$ cat src/rtl/core/rifc_pkg.sv
// Shared types, register codes and reset values for the range image feature classifier.
// No dependencies; the front end, back end, top level and checker import this package.
`default_nettype none
package rifc_pkg;

    localparam int LINE_MAX_DEF       = 2048;
    localparam int RANGE_BITS_DEF     = 16;
    localparam int INTENSITY_BITS_DEF = 16;
    localparam int RANGE_BITS_MAX     = 24;
    localparam int INTENSITY_BITS_MAX = 24;

    localparam int ADDR_W = 5;
    localparam int DATA_W = 32;

    // Register index codes, byte address is four times the index.
    localparam logic [2:0] REG_LINE_WIDTH       = 3'd0;
    localparam logic [2:0] REG_EDGE_THRESHOLD   = 3'd1;
    localparam logic [2:0] REG_SURFACE_THRESH   = 3'd2;
    localparam logic [2:0] REG_GRADIENT_THRESH  = 3'd3;
    localparam logic [2:0] REG_EDGE_LIMIT       = 3'd4;
    localparam logic [2:0] REG_SURFACE_LIMIT    = 3'd5;
    localparam logic [2:0] REG_INTENSITY_LIMIT  = 3'd6;
    localparam logic [2:0] REG_INTENSITY_ENABLE = 3'd7;

    localparam logic [11:0] LINE_WIDTH_RST       = 12'd1024;
    localparam logic [15:0] EDGE_THRESHOLD_RST   = 16'd410;
    localparam logic [15:0] SURFACE_THRESH_RST   = 16'd82;
    localparam logic [15:0] GRADIENT_THRESH_RST  = 16'd2560;
    localparam logic [15:0] EDGE_LIMIT_RST       = 16'd1000;
    localparam logic [15:0] SURFACE_LIMIT_RST    = 16'd4000;
    localparam logic [15:0] INTENSITY_LIMIT_RST  = 16'd1000;

    localparam logic [1:0] CLASS_NONE    = 2'd0;
    localparam logic [1:0] CLASS_EDGE    = 2'd1;
    localparam logic [1:0] CLASS_SURFACE = 2'd2;

    typedef struct packed {
        logic [15:0] pixel_range;
        logic [15:0] pixel_intensity;
        logic        frame_start;
    } in_t;

    typedef struct packed {
        logic [10:0] center_col;
        logic [11:0] center_row;
        logic [1:0]  geom_class;
        logic        intensity_feature;
    } out_t;

    typedef struct packed {
        logic [11:0] line_width;
        logic [15:0] edge_threshold;
        logic [15:0] surface_threshold;
        logic [15:0] gradient_threshold;
        logic [15:0] edge_limit;
        logic [15:0] surface_limit;
        logic [15:0] intensity_limit;
        logic        intensity_enable;
    } cfg_t;

    // One classified neighborhood handed from the front end to the back end.
    typedef struct packed {
        logic [10:0]                      col;
        logic [11:0]                      row;
        logic [RANGE_BITS_MAX-1:0]        rc;
        logic [RANGE_BITS_MAX+2:0]        diff;
        logic [INTENSITY_BITS_MAX+2:0]    grad;
        logic [3:0]                       cnt;
        logic                             clr;
    } entry_t;

endpackage
`default_nettype wire

$ cat src/rtl/core/rifc_back.sv
// Back end: threshold cross-multiplications, per-frame caps and the output register.
// Depends on rifc_pkg.
`default_nettype none
module rifc_back (
    input  wire                   aclk,
    input  wire                   aresetn,
    input  rifc_pkg::cfg_t        cfg,
    input  wire                   q_empty,
    input  rifc_pkg::entry_t      q_data,
    output logic                  q_pop,
    output logic                  m_valid,
    input  wire                   m_ready,
    output rifc_pkg::out_t        m_data
);
    import rifc_pkg::*;

    typedef enum logic [1:0] {B_IDLE, B_BASE, B_PROD, B_OUT} bstate_t;

    bstate_t       state_reg, state_next;
    entry_t        ent_reg, ent_next;
    logic [27:0]   base_reg, base_next;
    logic [47:0]   pe_reg, pe_next;
    logic [47:0]   ps_reg, ps_next;
    logic [19:0]   pg_reg, pg_next;
    logic [15:0]   ecnt_reg, ecnt_next;
    logic [15:0]   scnt_reg, scnt_next;
    logic [15:0]   icnt_reg, icnt_next;
    logic          mv_reg, mv_next;
    out_t          md_reg, md_next;
    logic [47:0]   scaled;
    logic [1:0]    cls;
    logic          ifeat;

    assign q_pop   = (state_reg == B_IDLE) && !q_empty;
    assign m_valid = mv_reg;
    assign m_data  = md_reg;

    always_comb begin
        state_next = state_reg;
        ent_next   = ent_reg;
        base_next  = base_reg;
        pe_next    = pe_reg;
        ps_next    = ps_reg;
        pg_next    = pg_reg;
        ecnt_next  = ecnt_reg;
        scnt_next  = scnt_reg;
        icnt_next  = icnt_reg;
        mv_next    = mv_reg && !m_ready;
        md_next    = md_reg;
        scaled     = 48'(ent_reg.diff) << 12;
        cls        = CLASS_NONE;
        ifeat      = 1'b0;

        unique case (state_reg)
            B_IDLE: begin
                if (q_pop) begin
                    ent_next = q_data;
                    if (q_data.clr) begin
                        ecnt_next = '0;
                        scnt_next = '0;
                        icnt_next = '0;
                    end
                    state_next = B_BASE;
                end
            end
            B_BASE: begin
                base_next  = 28'(ent_reg.cnt) * 28'(ent_reg.rc);
                state_next = B_PROD;
            end
            B_PROD: begin
                pe_next    = 48'(cfg.edge_threshold) * 48'(base_reg);
                ps_next    = 48'(cfg.surface_threshold) * 48'(base_reg);
                pg_next    = 20'(cfg.gradient_threshold) * 20'(ent_reg.cnt);
                state_next = B_OUT;
            end
            B_OUT: begin
                if (!mv_reg || m_ready) begin
                    if (scaled > pe_reg) begin
                        if (ecnt_reg < cfg.edge_limit) begin
                            cls       = CLASS_EDGE;
                            ecnt_next = ecnt_reg + 16'd1;
                        end
                    end else if (scaled < ps_reg) begin
                        if (scnt_reg < cfg.surface_limit) begin
                            cls       = CLASS_SURFACE;
                            scnt_next = scnt_reg + 16'd1;
                        end
                    end
                    if (cfg.intensity_enable && (ent_reg.grad > 27'(pg_reg))) begin
                        if (icnt_reg < cfg.intensity_limit) begin
                            ifeat     = 1'b1;
                            icnt_next = icnt_reg + 16'd1;
                        end
                    end
                    md_next.center_col        = ent_reg.col;
                    md_next.center_row        = ent_reg.row;
                    md_next.geom_class        = cls;
                    md_next.intensity_feature = ifeat;
                    mv_next    = 1'b1;
                    state_next = B_IDLE;
                end
            end
        endcase
    end

    always_ff @(posedge aclk) begin
        if (!aresetn) begin
            state_reg <= B_IDLE;
            ecnt_reg  <= '0;
            scnt_reg  <= '0;
            icnt_reg  <= '0;
            mv_reg    <= 1'b0;
        end else begin
            state_reg <= state_next;
            ecnt_reg  <= ecnt_next;
            scnt_reg  <= scnt_next;
            icnt_reg  <= icnt_next;
            mv_reg    <= mv_next;
        end
        ent_reg  <= ent_next;
        base_reg <= base_next;
        pe_reg   <= pe_next;
        ps_reg   <= ps_next;
        pg_reg   <= pg_next;
        md_reg   <= md_next;
    end
endmodule
`default_nettype wire

$ cat config.mk
export PLATFORM = sky130hd
export DESIGN_NAME = rifc_back
export DESIGN_NICKNAME = d
export VERILOG_FILES = /design/src/rtl/core/rifc_pkg.sv /design/src/rtl/core/rifc_back.sv
export SDC_FILE = /design/constraint.sdc
export NUM_CORES = 2
export LEC_CHECK = 0
export BUFFER_PORTS_ARGS = -buffer_cell sky130_fd_sc_hd__buf_2
export CAP_MARGIN = 20
export CORE_MARGIN = 2
export CORE_UTILIZATION = 45
export CTS_BUF_LIST = sky130_fd_sc_hd__clkbuf_4
export CTS_CLUSTER_DIAMETER = 60
export DETAILED_ROUTE_END_ITERATION = 6
export SETUP_SLACK_MARGIN = 0.1
export SYNTH_ARGS = -nofsm -noshare
export SYNTH_HDL_FRONTEND = slang
export SYNTH_SLANG_ARGS = --single-unit
export TNS_END_PERCENT = 50
$ cat constraint.sdc
create_clock -name aclk -period 8.9 [get_ports aclk]
set_clock_uncertainty 0.2 [all_clocks]
set_input_delay 0 -clock aclk [delete_from_list [all_inputs] [get_ports aclk]]
set_output_delay 0 -clock aclk [all_outputs]
set_load 0.02 [all_outputs]
==> flow_metrics.py <==
metrics = {
    "grt": {
        "antenna_found_initial": 12,
        "overflow": 0,
        "grt_usage": 0.230,
        "grt_pass1_vias": 36404,
        "grt_max_degree": 67,
        "grt_pass1_wl_um": 193000,
    },
    "clock_tree": {
        "cts_tree": "built",
        "clock_latency_ns": 0.88,
        "htreeDepth": 3,
        "cts_buffers": 86,
        "clk_pin_slew_ns": 0.08,
        "cts.sinks": 318,
        "ctsResizeCount": 0,
        "postCtsSetupRepairBufs": 0,
        "cts-root-buf": "clkbuf_4",
        "clockBufferDepth": 3,
    },
    "worst_setup_path": {
        "worst_ep_required_time_ns": 9.31,
        "endpoint_kind": "flop",
        "cp-start-kind": "flop",
        "r2r_slack_ns": 0.87,
        "cp.arrival_ns": 8.44,
        "critPathMaxFanout": 17,
        "critPathKind": "flop to flop",
    },
    "synth": {
        "synth_common_cells": "inv_1, fa_1, nand2_1",
        "syn_inst": 4846,
        "synth_top_cell_area_share": 0.343,
        "syn_area_um2": 46400,
        "postSynthAreaPerCell_um2": 9.58,
        "synth_edf_count": 267,
        "yosysTopAreaCell": "fa_1",
        "synth.distinct_cells": 83,
        "yosysMostFrequentCell": "inv_1",
        "ys_seq_area_frac": 0.195,
        "yosys-top-cells-area": "fa_1, edfxtp_1, ha_1",
        "synth_nets": 6275,
        "ys.warnings.count": 0,
        "synth_ff_type": "edfxtp_1",
        "async_reset_ff_frac": 0,
        "synth-seq-cells": 318,
    },
    "detailed_routing": {
        "avgViaCountPerCell": 5.11,
        "wl_per_cell_um": 17.6,
        "remaining_drc_errors": 0,
        "routed_wl_um": 118000,
        "antenna_left": 0,
        "drt-initial-drc-count": 1842,
        "first_pass_iters": 5,
        "vias": 34432,
    },
    "placed_design": {
        "dpl-instance-area_um2": 49000,
        "hpwl_um": 89300,
        "placedCellCount": 6297,
        "finalWeightedCongestion": 0.849,
        "numPortBuffers": 234,
    },
    "finish": {
        "multi_input_area_um2": 32800,
        "drive_above_1_share": 0.0890,
        "fin_nets": 6718,
        "fill_cells": 9515,
        "largest_reg_flops": 105,
        "syn_to_final_growth_pct": 14.0,
        "final-seq-area_um2": 9040,
        "stdcell_count": 6738,
        "design_area_um2": 52900,
    },
    "sta": {
        "worst_pin_slew_ns": 1.13,
        "hold_viol_final": 0,
        "period_minus_slack_ns": 8.03,
        "maxSlewViolCount": 0,
        "rsz0062_at_grt": "false",
        "max_slew_margin": 0.248,
        "setup_violations": 0,
        "timing.final.crit_share": 0.903,
        "maxClockFrequency_mhz": 124,
        "fin_tns_setup_ns": 0,
    },
    "flow_run": {
        "max-cap-violations": 0,
    },
    "floorplan": {
        "die_x_um": 325,
        "start_util": 0.455,
        "io_pins": 247,
        "die_y_um": 325,
        "rows": 117,
        "die-area_um2": 106000,
        "core_area_um2": 102000,
    },
    "run_status": {
        "status": "finished, final reports clean",
    },
    "min_path": {
        "hold_class": "input port to flop",
    },
}
[worst max-delay path, cell delays in order, from the launching register on]
cell and delay, ns:
edfxtp_1 0.87, buf_4 0.41, and2_1 0.20, fa_1 0.42
inv_1 0.09, fa_1 0.43, fa_1 0.52, inv_1 0.06
fa_1 0.44, fa_1 0.51, inv_1 0.05, fa_1 0.47
inv_1 0.04, ha_1 0.40, a211oi_1 0.13, a32oi_1 0.30
nand3_1 0.11, nor3_1 0.44, o211ai_1 0.24, a31oi_1 0.55
a31o_2 0.27, a21oi_2 0.10, o21ai_1 0.22, a31oi_1 0.13
xnor2_1 0.14
[worst paths after layout]
check                     end  cells past startpoint    startpoint
setup reg to reg   ps_reg[42]                     24   base_reg[9]
hold / removal    icnt_reg[2]                      8        cfg[9]
setup / recovery   ps_reg[42]                     24   base_reg[9]
hold reg to reg    m_data[21]                      0  ent_reg[101]
[metal layers]
layer  global-route usage  share of wire  vias up
met3               0.0323          0.049      154
met4               0.0603          0.026        0
met5                    0              0        -
li1                     -              -    15946
met1                0.303           0.42    17558
met2                0.397           0.50      774
[placed cells by master, fill, tap and decap left out, types with 29 or more instances in the layout]
| cell type | count |
|---|---|
| ha_1 | 413 |
| xor2_1 | 37 |
| o21ai_0 | 72 |
| and2_1 | 456 |
| nand4_1 | 29 |
| fa_1 | 796 |
| dfxtp_1 | 51 |
| nand3_1 | 45 |
| dlygate4sd3_1 | 272 |
| clkbuf_4 | 126 |
| nand2_1 | 695 |
| edfxtp_1 | 267 |
| inv_1 | 1016 |
| a21oi_1 | 127 |
| nor2_1 | 94 |
| a21o_1 | 109 |
| buf_4 | 62 |
| xnor2_1 | 80 |
| buf_2 | 234 |
[cell families (layout without fill, tap and decap cells)]
group / after synthesis / count (layout) / share of synthesized area
adders and majority gates: 1210 / 1210 / 0.455
muxes: 5 / 5 / 0.00108
DFF: 318 / 318 / 0.195
buffers and inverters: 1230 / 1742 / 0.0996
and+or+nand+nor: 1480 / 1480 / 0.157
AOI/OAI and AO/OA: 486 / 486 / 0.0713
other: 0 / 12 / 0
xor gates and xnor gates: 117 / 117 / 0.0221
[area by class of cell]
| class | count | share of cell area |
|---|---|---|
| timing repair buffer | 568 | 0.0824 |
| sequential | 318 | 0.171 |
| inverter | 1017 | 0.0721 |
| tap | 1368 | 0.0323 |
| clock inverter | 31 | 0.00423 |
| antenna | 12 | 0.000567 |
| multi-input combinational | 3298 | 0.620 |
| clock buffer | 126 | 0.0179 |
[timing repair]
| item | in CTS | in global routing |
|---|---|---|
| endpoints found under the hold margin | 252 | 0 |
| setup endpoints to repair | 0 | 0 |
| hold buffers | 272 | 0 |
[per-stage QoR]
stage           util  hold WS, ns  setup slack [ns]
2_1_floorplan      -       -0.101              2.32
3_3_place_gp   0.480      -0.0234              1.16
3_5_place_dp   0.480      -0.0219              1.11
4_1_cts        0.518       0.0207              1.08
5_1_grt        0.519       0.0835             0.571
6_report       0.519       0.0982             0.865
Power is left out: the tool's default activity adds up to more than one toggle a clock period on the data nets, which glitch-free logic cannot reach.
