`src/rtl/core/rifc_fifo.sv`:
```
// Small register FIFO with show-ahead output, used between front and back end.
// No dependencies.
`default_nettype none
module rifc_fifo #(
    parameter int WIDTH = 32,
    parameter int DEPTH = 2
) (
    input  wire               aclk,
    input  wire               aresetn,
    input  wire               push,
    input  wire  [WIDTH-1:0]  wdata,
    output logic              full,
    input  wire               pop,
    output logic [WIDTH-1:0]  rdata,
    output logic              empty
);
    localparam int PW = (DEPTH > 1) ? $clog2(DEPTH) : 1;
    localparam int CW = $clog2(DEPTH + 1);

    logic [WIDTH-1:0] slot_reg [DEPTH];
    logic [PW-1:0]    wp_reg, rp_reg;
    logic [CW-1:0]    cnt_reg;

    assign full  = (cnt_reg == CW'(DEPTH));
    assign empty = (cnt_reg == '0);
    assign rdata = slot_reg[rp_reg];

    always_ff @(posedge aclk) begin
        if (!aresetn) begin
            wp_reg  <= '0;
            rp_reg  <= '0;
            cnt_reg <= '0;
        end else begin
            if (push) begin
                wp_reg <= (wp_reg == PW'(DEPTH - 1)) ? '0 : wp_reg + 1'b1;
            end
            if (pop) begin
                rp_reg <= (rp_reg == PW'(DEPTH - 1)) ? '0 : rp_reg + 1'b1;
            end
            if (push && !pop) begin
                cnt_reg <= cnt_reg + 1'b1;
            end else if (pop && !push) begin
                cnt_reg <= cnt_reg - 1'b1;
            end
        end
        if (push) begin
            slot_reg[wp_reg] <= wdata;
        end
    end
endmodule
`default_nettype wire

```
`config.mk`:
```
export PLATFORM = sky130hd
export DESIGN_NAME = rifc_fifo
export DESIGN_NICKNAME = d
export VERILOG_FILES = /design/src/rtl/core/rifc_fifo.sv
export SDC_FILE = /design/constraint.sdc
export NUM_CORES = 1
export LEC_CHECK = 0
export ABC_AREA = 1
export BUFFER_PORTS_ARGS = -buffer_cell sky130_fd_sc_hd__buf_2
export CAP_MARGIN = 15
export CORE_ASPECT_RATIO = 0.6
export CORE_UTILIZATION = 35
export CTS_CLUSTER_SIZE = 12
export DETAILED_ROUTE_END_ITERATION = 10
export GPL_TIMING_DRIVEN = 0
export PLACE_DENSITY_LB_ADDON = 0.25
export SETUP_SLACK_MARGIN = 0.15
export SLEW_MARGIN = 20
export SYNTH_ARGS = -nofsm -noshare
export SYNTH_HDL_FRONTEND = slang
export SYNTH_SLANG_ARGS = --single-unit
```
`constraint.sdc`:
```
create_clock -name aclk -period 4.8 [get_ports aclk]
set_input_delay 0.72 -clock aclk [delete_from_list [all_inputs] [get_ports aclk]]
set_output_delay 0.72 -clock aclk [all_outputs]
set_load 0.005 [all_outputs]
```
==> flow_summary.yaml, run 1 <==
critical_path:
  required_ns: 4.08
  rr_startpoint: "wp_reg"
  crit_fanout: 10
  worst-path-buf-inv: 3
  critPathArrivalTime_ns: 1.37
  cp_slowest_stage_delay_ns: 0.32
  path_cells: "buf_6 -> buf_12 -> mux2_4 -> buf_2"
  cp_top_family: "buffers and inverters"
  reg2reg_depth: 2
  startpoint_type: "register"
  critPathKind: "register to output port"
  timing.rr.end: "slot_reg[1][27]"
  crit_path_end_kind: "output port"
  cpMaxStageDelayCell: "dfxtp_1"
  reg2reg_slack_ns: 3.40
die:
  die_y_um: 70.0
  dieArea_sq_mm: 0.00806
  ios: 70
  placementRows: 24
  initial_core_util: 0.366
  die_w_um: 115
  core_area_sq_mm: 0.00736
timing:
  worst_pin_slew_ns: 0.718
  slew_headroom: 0.520
  max_freq_ghz: 0.478
  final_hold_viol_count: 0
  skew_ns: 0.00282
  maxSlewViolCount: 0
  layout_min_cycle_time_ns: 2.09
  period_share: 0.436
  rsz0062_at_grt: "no"
  finalWorstSetupSlack_ns: 2.71
  fin_setup_tns_ns: 0
  finalSetupViolCount: 0
clock_tree:
  clk_path_buf_depth: 2
  cts_tree: "done"
  htreeDepth: 3
  post_cts.repair.setup_buffers: 0
  cts_resized: 0
  postCtsHoldBufs: 0
  clk_pin_slew_ns: 0.05
  clock-sinks: 69
  cts_buffers: 9
  cts_root_buffer: "clkbuf_16"
  clk_latency_ns: 0.31
global_routing:
  grt_pass1_vias: 1309
  grt_pass1_wl_um: 6530
  grt-ovfl-total: 0
  grt_max_degree: 33
  antenna_found_initial: 0
  grtUsageTotal: 0.115
drt:
  drc: 0
  viasPerCell: 4.15
  vias: 1349
  detail-route-antenna-nets: 0
  post_drt_wl_per_cell_um: 13.0
  finalWirelength_um: 4220
  drtIter0Drc: 68
  first_pass_iters: 4
synth:
  yosysTopAreaCell: "edfxtp_1"
  yosysUniqueCellTypes: 14
  seq_area_frac_synth: 0.751
  synth_area_sq_mm: 0.00269
  syn_area_per_cell_sq_um: 20.0
  synthCells: 135
  synthTopCellsByArea: "edfxtp_1, mux2_4, dfxtp_1"
  ys_warn_count: 0
  syn_nets: 172
  synth_top_area_frac: 0.713
  yosys_register_bits: 69
hold_path:
  hold_start: "rp_reg"
  whs_path_depth: 2
  hp-class: "register to register"
layout:
  final_common_cell: "buf_2"
  num-fill-cells: 644
  fin_area_sq_mm: 0.00351
  final_cell_mix: "buf_2, edfxtp_1, mux2_4"
  largest_register_ffs: 64
  n_antenna_cell: 0
  nets: 253
  drive_above_1_share: 0.552
  syn2layout_area_growth_pct: 30.4
placed_design:
  gp_congestion: 0.693
  dp_hpwl_um: 2900
  placed_area_sq_mm: 0.00320
  dp_slack_ns: 2.91
  io_buffers: 69
job:
  cap_violations: 0
pwr:
  max-vdd-ir-drop_uv: 162
  p_per_area_mw_per_mm2: 432
  power.leakage_uw: 0.00144
status:
  outcome: "finished clean"
-- report_power, final --
part           total, uW  switching, uW  internal, uW  leakage (uW)
Sequential           704           9.03           695      0.000642
Combinational        143           61.7          80.8      0.000643
Clock                669            218           452      0.000153
Total               1520            288          1230       0.00144
-- per-stage QoR --
step           instances  hold WS [ns]  utilization  power, uW
2_1_floorplan        135         0.463            -        799
3_3_place_gp         308         0.480        0.431        855
3_5_place_dp         309         0.489        0.436        862
4_1_cts              325         0.501        0.477       1540
5_1_grt              325         0.549        0.477       1580
6_report             325         0.495        0.477       1520
-- worst reg2reg max path, delay by kind of cell (launching register included) --
| family | cells | cell delay, ns |
|---|---|---|
| buffers and inverters | 1 | 0.54 |
| DFF | 1 | 0.38 |
| and+or+nand+nor | 1 | 0.10 |
-- cell type report --
cell class                      instances  area (sq um)  share of cell area
Sequential cell                        69          2020               0.576
Multi-Input combinational cell         54           578               0.165
Timing Repair Buffer                   70           373               0.106
Clock buffer                           11           233              0.0663
Tap cell                              104           130              0.0371
Clock inverter                          5          75.1              0.0214
Buffer                                  4          71.3              0.0203
Inverter                                8          30.0             0.00855
-- layer usage --
layer,vias up,global-route usage,wire length (um)
met5,-,0,0
met2,51,0.173,1900
met1,625,0.141,1950
met4,0,0.0519,37
met3,5,0.0564,331
li1,668,-,-
-- cell usage after synthesis --
cell type	n
nand4_1	1
inv_1	8
nand2_1	8
dfxtp_1	5
edfxtp_1	64
ha_1	1
nand3_1	1
o21ai_0	1
nor2_1	9
buf_12	3
mux2_2	2
a21oi_1	1
mux2_4	30
buf_6	1
-- worst max path at each step --
| stage | depth (start not counted) | endpoint | startpoint | slack (ns) |
|---|---|---|---|---|
| global placement | 3 | slot_reg[0][14] | push | 1.35 |
| floorplan | 2 | slot_reg[0][0] | push | 2.27 |
| detailed placement | 3 | slot_reg[1][14] | push | 2.91 |
| global route | 4 | rdata[10] | register | 2.65 |
| CTS | 4 | rdata[10] | register | 2.68 |
| finish | 4 | rdata[10] | register | 2.71 |
-- cell families (layout without fill, tap and decap cells) --
| family | Yosys count | after routing | share of synthesized area |
|---|---|---|---|
| DFF | 69 | 69 | 0.751 |
| muxes | 32 | 32 | 0.176 |
| and+or+nand+nor | 19 | 19 | 0.0279 |
| buffers and inverters | 12 | 98 | 0.0376 |
| AOI/OAI and AO/OA | 2 | 2 | 0.00371 |
| adders and majority gates | 1 | 1 | 0.00464 |
Note: power is estimated with default switching activity, not from simulation.
==> run 2, diff against run 1 <==
clock period = 2.2 ns   (was 4.8 ns; I/O delays follow)
==> run 2 against run 1 <==
Effect of this change:
- final cell count is 0.31% lower
- sequential share of layout area hardly changed
- total power rose by 120%
- critical path type unchanged
- critical endpoint is now rdata[19]
- largest power group unchanged
- highest routed layer unchanged
==> flow_summary.yaml, run 2 (synthesized netlist as in run 1, its figures left out) <==
timing:
  rsz0062_at_grt: "no"
  final_hold_viol_count: 0
  finalWorstSetupSlack_ns: 0.479
  finalSetupViolCount: 0
  max_freq_ghz: 0.581
  worst_pin_slew_ns: 0.748
  layout_min_cycle_time_ns: 1.72
  skew_ns: 0.00397
  period_share: 0.782
  maxSlewViolCount: 0
  slew_headroom: 0.501
clock_tree:
  clk_latency_ns: 0.33
  cts_resized: 0
  cts_tree: "done"
  cts_buffers: 9
  cts_root_buffer: "clkbuf_16"
  clk_path_buf_depth: 2
  postCtsHoldBufs: 0
  htreeDepth: 3
  clock-sinks: 69
  clk_pin_slew_ns: 0.05
  post_cts.repair.setup_buffers: 0
placed_design:
  dp_hpwl_um: 2800
  dp_cells: 309
  gp_congestion: 0.691
  dp_slack_ns: 0.664
  io_buffers: 69
die:
  core_area_sq_mm: 0.00736
  placementRows: 24
  initial_core_util: 0.366
  dieArea_sq_mm: 0.00806
  die_w_um: 115
  ios: 70
  die_y_um: 70.0
critical_path:
  critPathArrivalTime_ns: 1.39
  rr_startpoint: "wp_reg"
  crit_fanout: 10
  crit_path_end_kind: "output port"
  critPathKind: "register to output port"
  required_ns: 1.87
  startpoint_type: "register"
drt:
  vias: 1362
  viasPerCell: 4.20
  detail-route-antenna-nets: 0
  drc: 0
  post_drt_wl_per_cell_um: 13.1
  first_pass_iters: 5
  finalWirelength_um: 4250
  drtIter0Drc: 57
global_routing:
  grtUsageTotal: 0.120
  antenna_found_initial: 0
  grt_pass1_vias: 1399
  grt_max_degree: 33
  grt_pass1_wl_um: 6750
  grt-ovfl-total: 0
layout:
  nets: 253
  n_antenna_cell: 0
  drive_above_1_share: 0.550
  stdcell_count: 324
  final_cell_mix: "buf_2, edfxtp_1, mux2_4"
  syn2layout_area_growth_pct: 30.3
  num-fill-cells: 650
  largest_register_ffs: 64
  final_common_cell: "buf_2"
hold_path:
  hold_start: "wdata[18]"
  hp-class: "primary input to register"
status:
  outcome: "finished clean"
pwr:
  p_per_area_mw_per_mm2: 941
  power.leakage_uw: 0.00143
  max-vdd-ir-drop_uv: 572
job:
  cap_violations: 0
## run 2: cell type report
class | count | area (sq um) | area share
Clock inverter | 5 | 76.3 | 0.0217
Tap cell | 104 | 130 | 0.0371
Multi-Input combinational cell | 54 | 578 | 0.165
Inverter | 8 | 30.0 | 0.00856
Sequential cell | 69 | 2020 | 0.576
Buffer | 4 | 71.3 | 0.0203
Timing Repair Buffer | 70 | 373 | 0.106
Clock buffer | 10 | 229 | 0.0652
## run 2: critical path: stages (launching register included)
cell	delay, ns
dfxtp_1	0.32
buf_6	0.14
buf_12	0.15
mux2_4	0.32
buf_2	0.13
## run 2: through the flow
stage                     cell area [sq um]  hold slack (ns)  setup TNS, ns  power [uW]   util
after global routing                   3510            0.175              0        3440  0.477
after floorplan                        2700            0.429              0        1740      -
after detailed placement               3200            0.490              0        1880  0.436
after CTS                              3510            0.174              0        3370  0.477
final                                  3510            0.191              0        3300  0.477
after global placement                 3170            0.476          -1.99        1870  0.431
## run 2: path summary, 6_finish.rpt
path,end,slack [ns],cells past startpoint
hold / removal,slot_reg[0][18],0.19,1
setup / recovery,rdata[19],0.48,4
setup reg to reg,slot_reg[1][2],0.78,2
hold reg to reg,rp_reg,0.50,2
## run 2: power breakdown
group | internal, uW | switching [uW] | leakage [uW]
Clock | 978 | 480 | 0.000146
Combinational | 176 | 134 | 0.000643
Sequential | 1520 | 20.2 | 0.000642
## run 2: per-layer routing
layer | up-vias | track usage | wire [um]
met1 | 642 | 0.137 | 1900
met3 | 6 | 0.0738 | 340
met5 | - | 0 | 0
met4 | 0 | 0.0519 | 42
li1 | 666 | - | -
met2 | 48 | 0.178 | 1970
==> run 3, diff against run 2 <==
clock period = 1.7 ns   (was 2.2 ns; I/O delays follow)
==> run 3 against run 2 <==
Effect of this change:
- sequential share of layout area is 2.9 points lower
- global-route usage is 0.37 points lower
- die area stayed put
- via count increased by 1.7%
- count of clock-buffer cells in the layout rose by 3
- clock power is 8% higher
- utilization increased by 2.6 points
- critical endpoint is now rdata[0]
- final cell count is 1.2% higher
- largest power group unchanged
==> flow_summary.yaml, run 3 (synthesized netlist as in run 1, its figures left out) <==
global_routing:
  antenna_found_initial: 0
  grt-ovfl-total: 0
  grt_pass1_wl_um: 6530
  grt_pass1_vias: 1348
  grt_max_degree: 33
  grtUsageTotal: 0.116
timing:
  finalSetupViolCount: 0
  period_share: 0.961
  max_freq_ghz: 0.612
  worst_pin_slew_ns: 0.747
  whs_ns: 0.120
  skew_ns: 0.00395
  maxSlewViolCount: 0
  final_hold_viol_count: 0
  layout_min_cycle_time_ns: 1.63
  slew_headroom: 0.501
  rsz0062_at_grt: "yes"
pwr:
  power_uw: 4070
  max-vdd-ir-drop_uv: 778
  p_per_area_mw_per_mm2: 1100
  power.leakage_uw: 0.00150
layout:
  num-fill-cells: 629
  syn2layout_area_growth_pct: 37.4
  final_util: 0.503
  n_antenna_cell: 0
  nets: 256
  final_cell_mix: "edfxtp_1, buf_2, mux2_4"
  largest_register_ffs: 64
  drive_above_1_share: 0.545
  fin_area_sq_mm: 0.00370
  final_common_cell: "edfxtp_1"
  stdcell_count: 328
placed_design:
  gp_congestion: 0.677
  dp_hpwl_um: 2750
  dp_cells: 308
  placed_area_sq_mm: 0.00318
  io_buffers: 69
die:
  initial_core_util: 0.366
  core_area_sq_mm: 0.00736
  ios: 70
  die_y_um: 70.0
  placementRows: 24
  dieArea_sq_mm: 0.00806
  die_w_um: 115
drt:
  drc: 0
  first_pass_iters: 4
  detail-route-antenna-nets: 0
  post_drt_wl_per_cell_um: 13.8
  drtIter0Drc: 54
  viasPerCell: 4.22
  finalWirelength_um: 4540
  vias: 1385
clock_tree:
  cts_buffers: 9
  clk_path_buf_depth: 2
  post_cts.repair.setup_buffers: 0
  clk_pin_slew_ns: 0.05
  cts_tree: "done"
  clock-sinks: 69
  cts_root_buffer: "clkbuf_16"
  clk_latency_ns: 0.32
  htreeDepth: 3
hold_path:
  hp-class: "primary input to register"
  min_to: "slot_reg[1][30]"
  hold_start: "wdata[30]"
  whs_path_depth: 1
critical_path:
  required_ns: 1.44
  crit_path_end_kind: "output port"
  startpoint_type: "register"
  reg2reg_slack_ns: 0.14
  crit_fanout: 8
  critPathArrivalTime_ns: 1.38
  rr_startpoint: "wp_reg"
  critPathKind: "register to output port"
  reg2reg_depth: 2
  timing.rr.end: "slot_reg[1][31]"
job:
  cap_violations: 0
status:
  outcome: "finished clean"
-- run 3: cell count changes in the layout (fill, tap and decap cells not counted), sizes merged --
cell,before,now
buf,74,73
bufinv,2,0
clkbuf,10,16
clkinv,2,3
clkinvlp,1,0
nor2,9,10
-- run 3: layer usage --
layer,share of wire,global-route usage,up-vias
met1,0.47,0.133,649
met2,0.43,0.167,53
met4,0.015,0.0476,0
met3,0.087,0.0799,8
li1,-,-,675
met5,0,0,-
-- run 3: repair_timing --
action | 4_1_cts | 5_1_grt
setup endpoints to repair | 50 | 63
cloned | 0 | 4
gates resized for setup | 0 | 32
hold buffers | 0 | 0
pin swaps | 1 | 1
-- run 3: stage by stage --
stage	setup TNS, ns	worst slack [ns]
finish	0	0.0668
floorplan	0	0.223
detailed placement	0	0.0640
CTS	0	0.0383
global route	0	0.0230
global placement	-5.82	-0.184
-- run 3: worst max-delay path by stage --
stage,end,slack [ns],cells after the start
after floorplan,slot_reg[1][0],0.22,2
after global placement,slot_reg[1][18],-0.18,2
after detailed placement,slot_reg[0][25],0.06,3
after CTS,rdata[21],0.04,4
after global routing,rdata[0],0.02,4
final,rdata[0],0.07,4
-- run 3: area by class of cell --
| cell class | instances | area, sq um | share of cell area |
|---|---|---|---|
| Inverter | 8 | 30.0 | 0.00811 |
| Clock inverter | 3 | 12.5 | 0.00338 |
| Tap cell | 104 | 130 | 0.0352 |
| Timing Repair Buffer | 72 | 596 | 0.161 |
| Multi-Input combinational cell | 55 | 589 | 0.159 |
| Clock buffer | 13 | 240 | 0.0649 |
| Buffer | 4 | 80.1 | 0.0216 |
| Sequential cell | 69 | 2020 | 0.547 |
-- run 3: report_power, final --
group          switching (uW)  internal [uW]  total [uW]
clock network             594            973        1570
registers                28.3           1960        1990
logic                     196            312         508
total                     819           3250        4070
-- run 3: critical path, stage by stage (launching register included) --
cell and delay, ns:
dfxtp_2 0.34, buf_12 0.15, clkbuf_16 0.16, mux2_4 0.30, buf_6 0.12
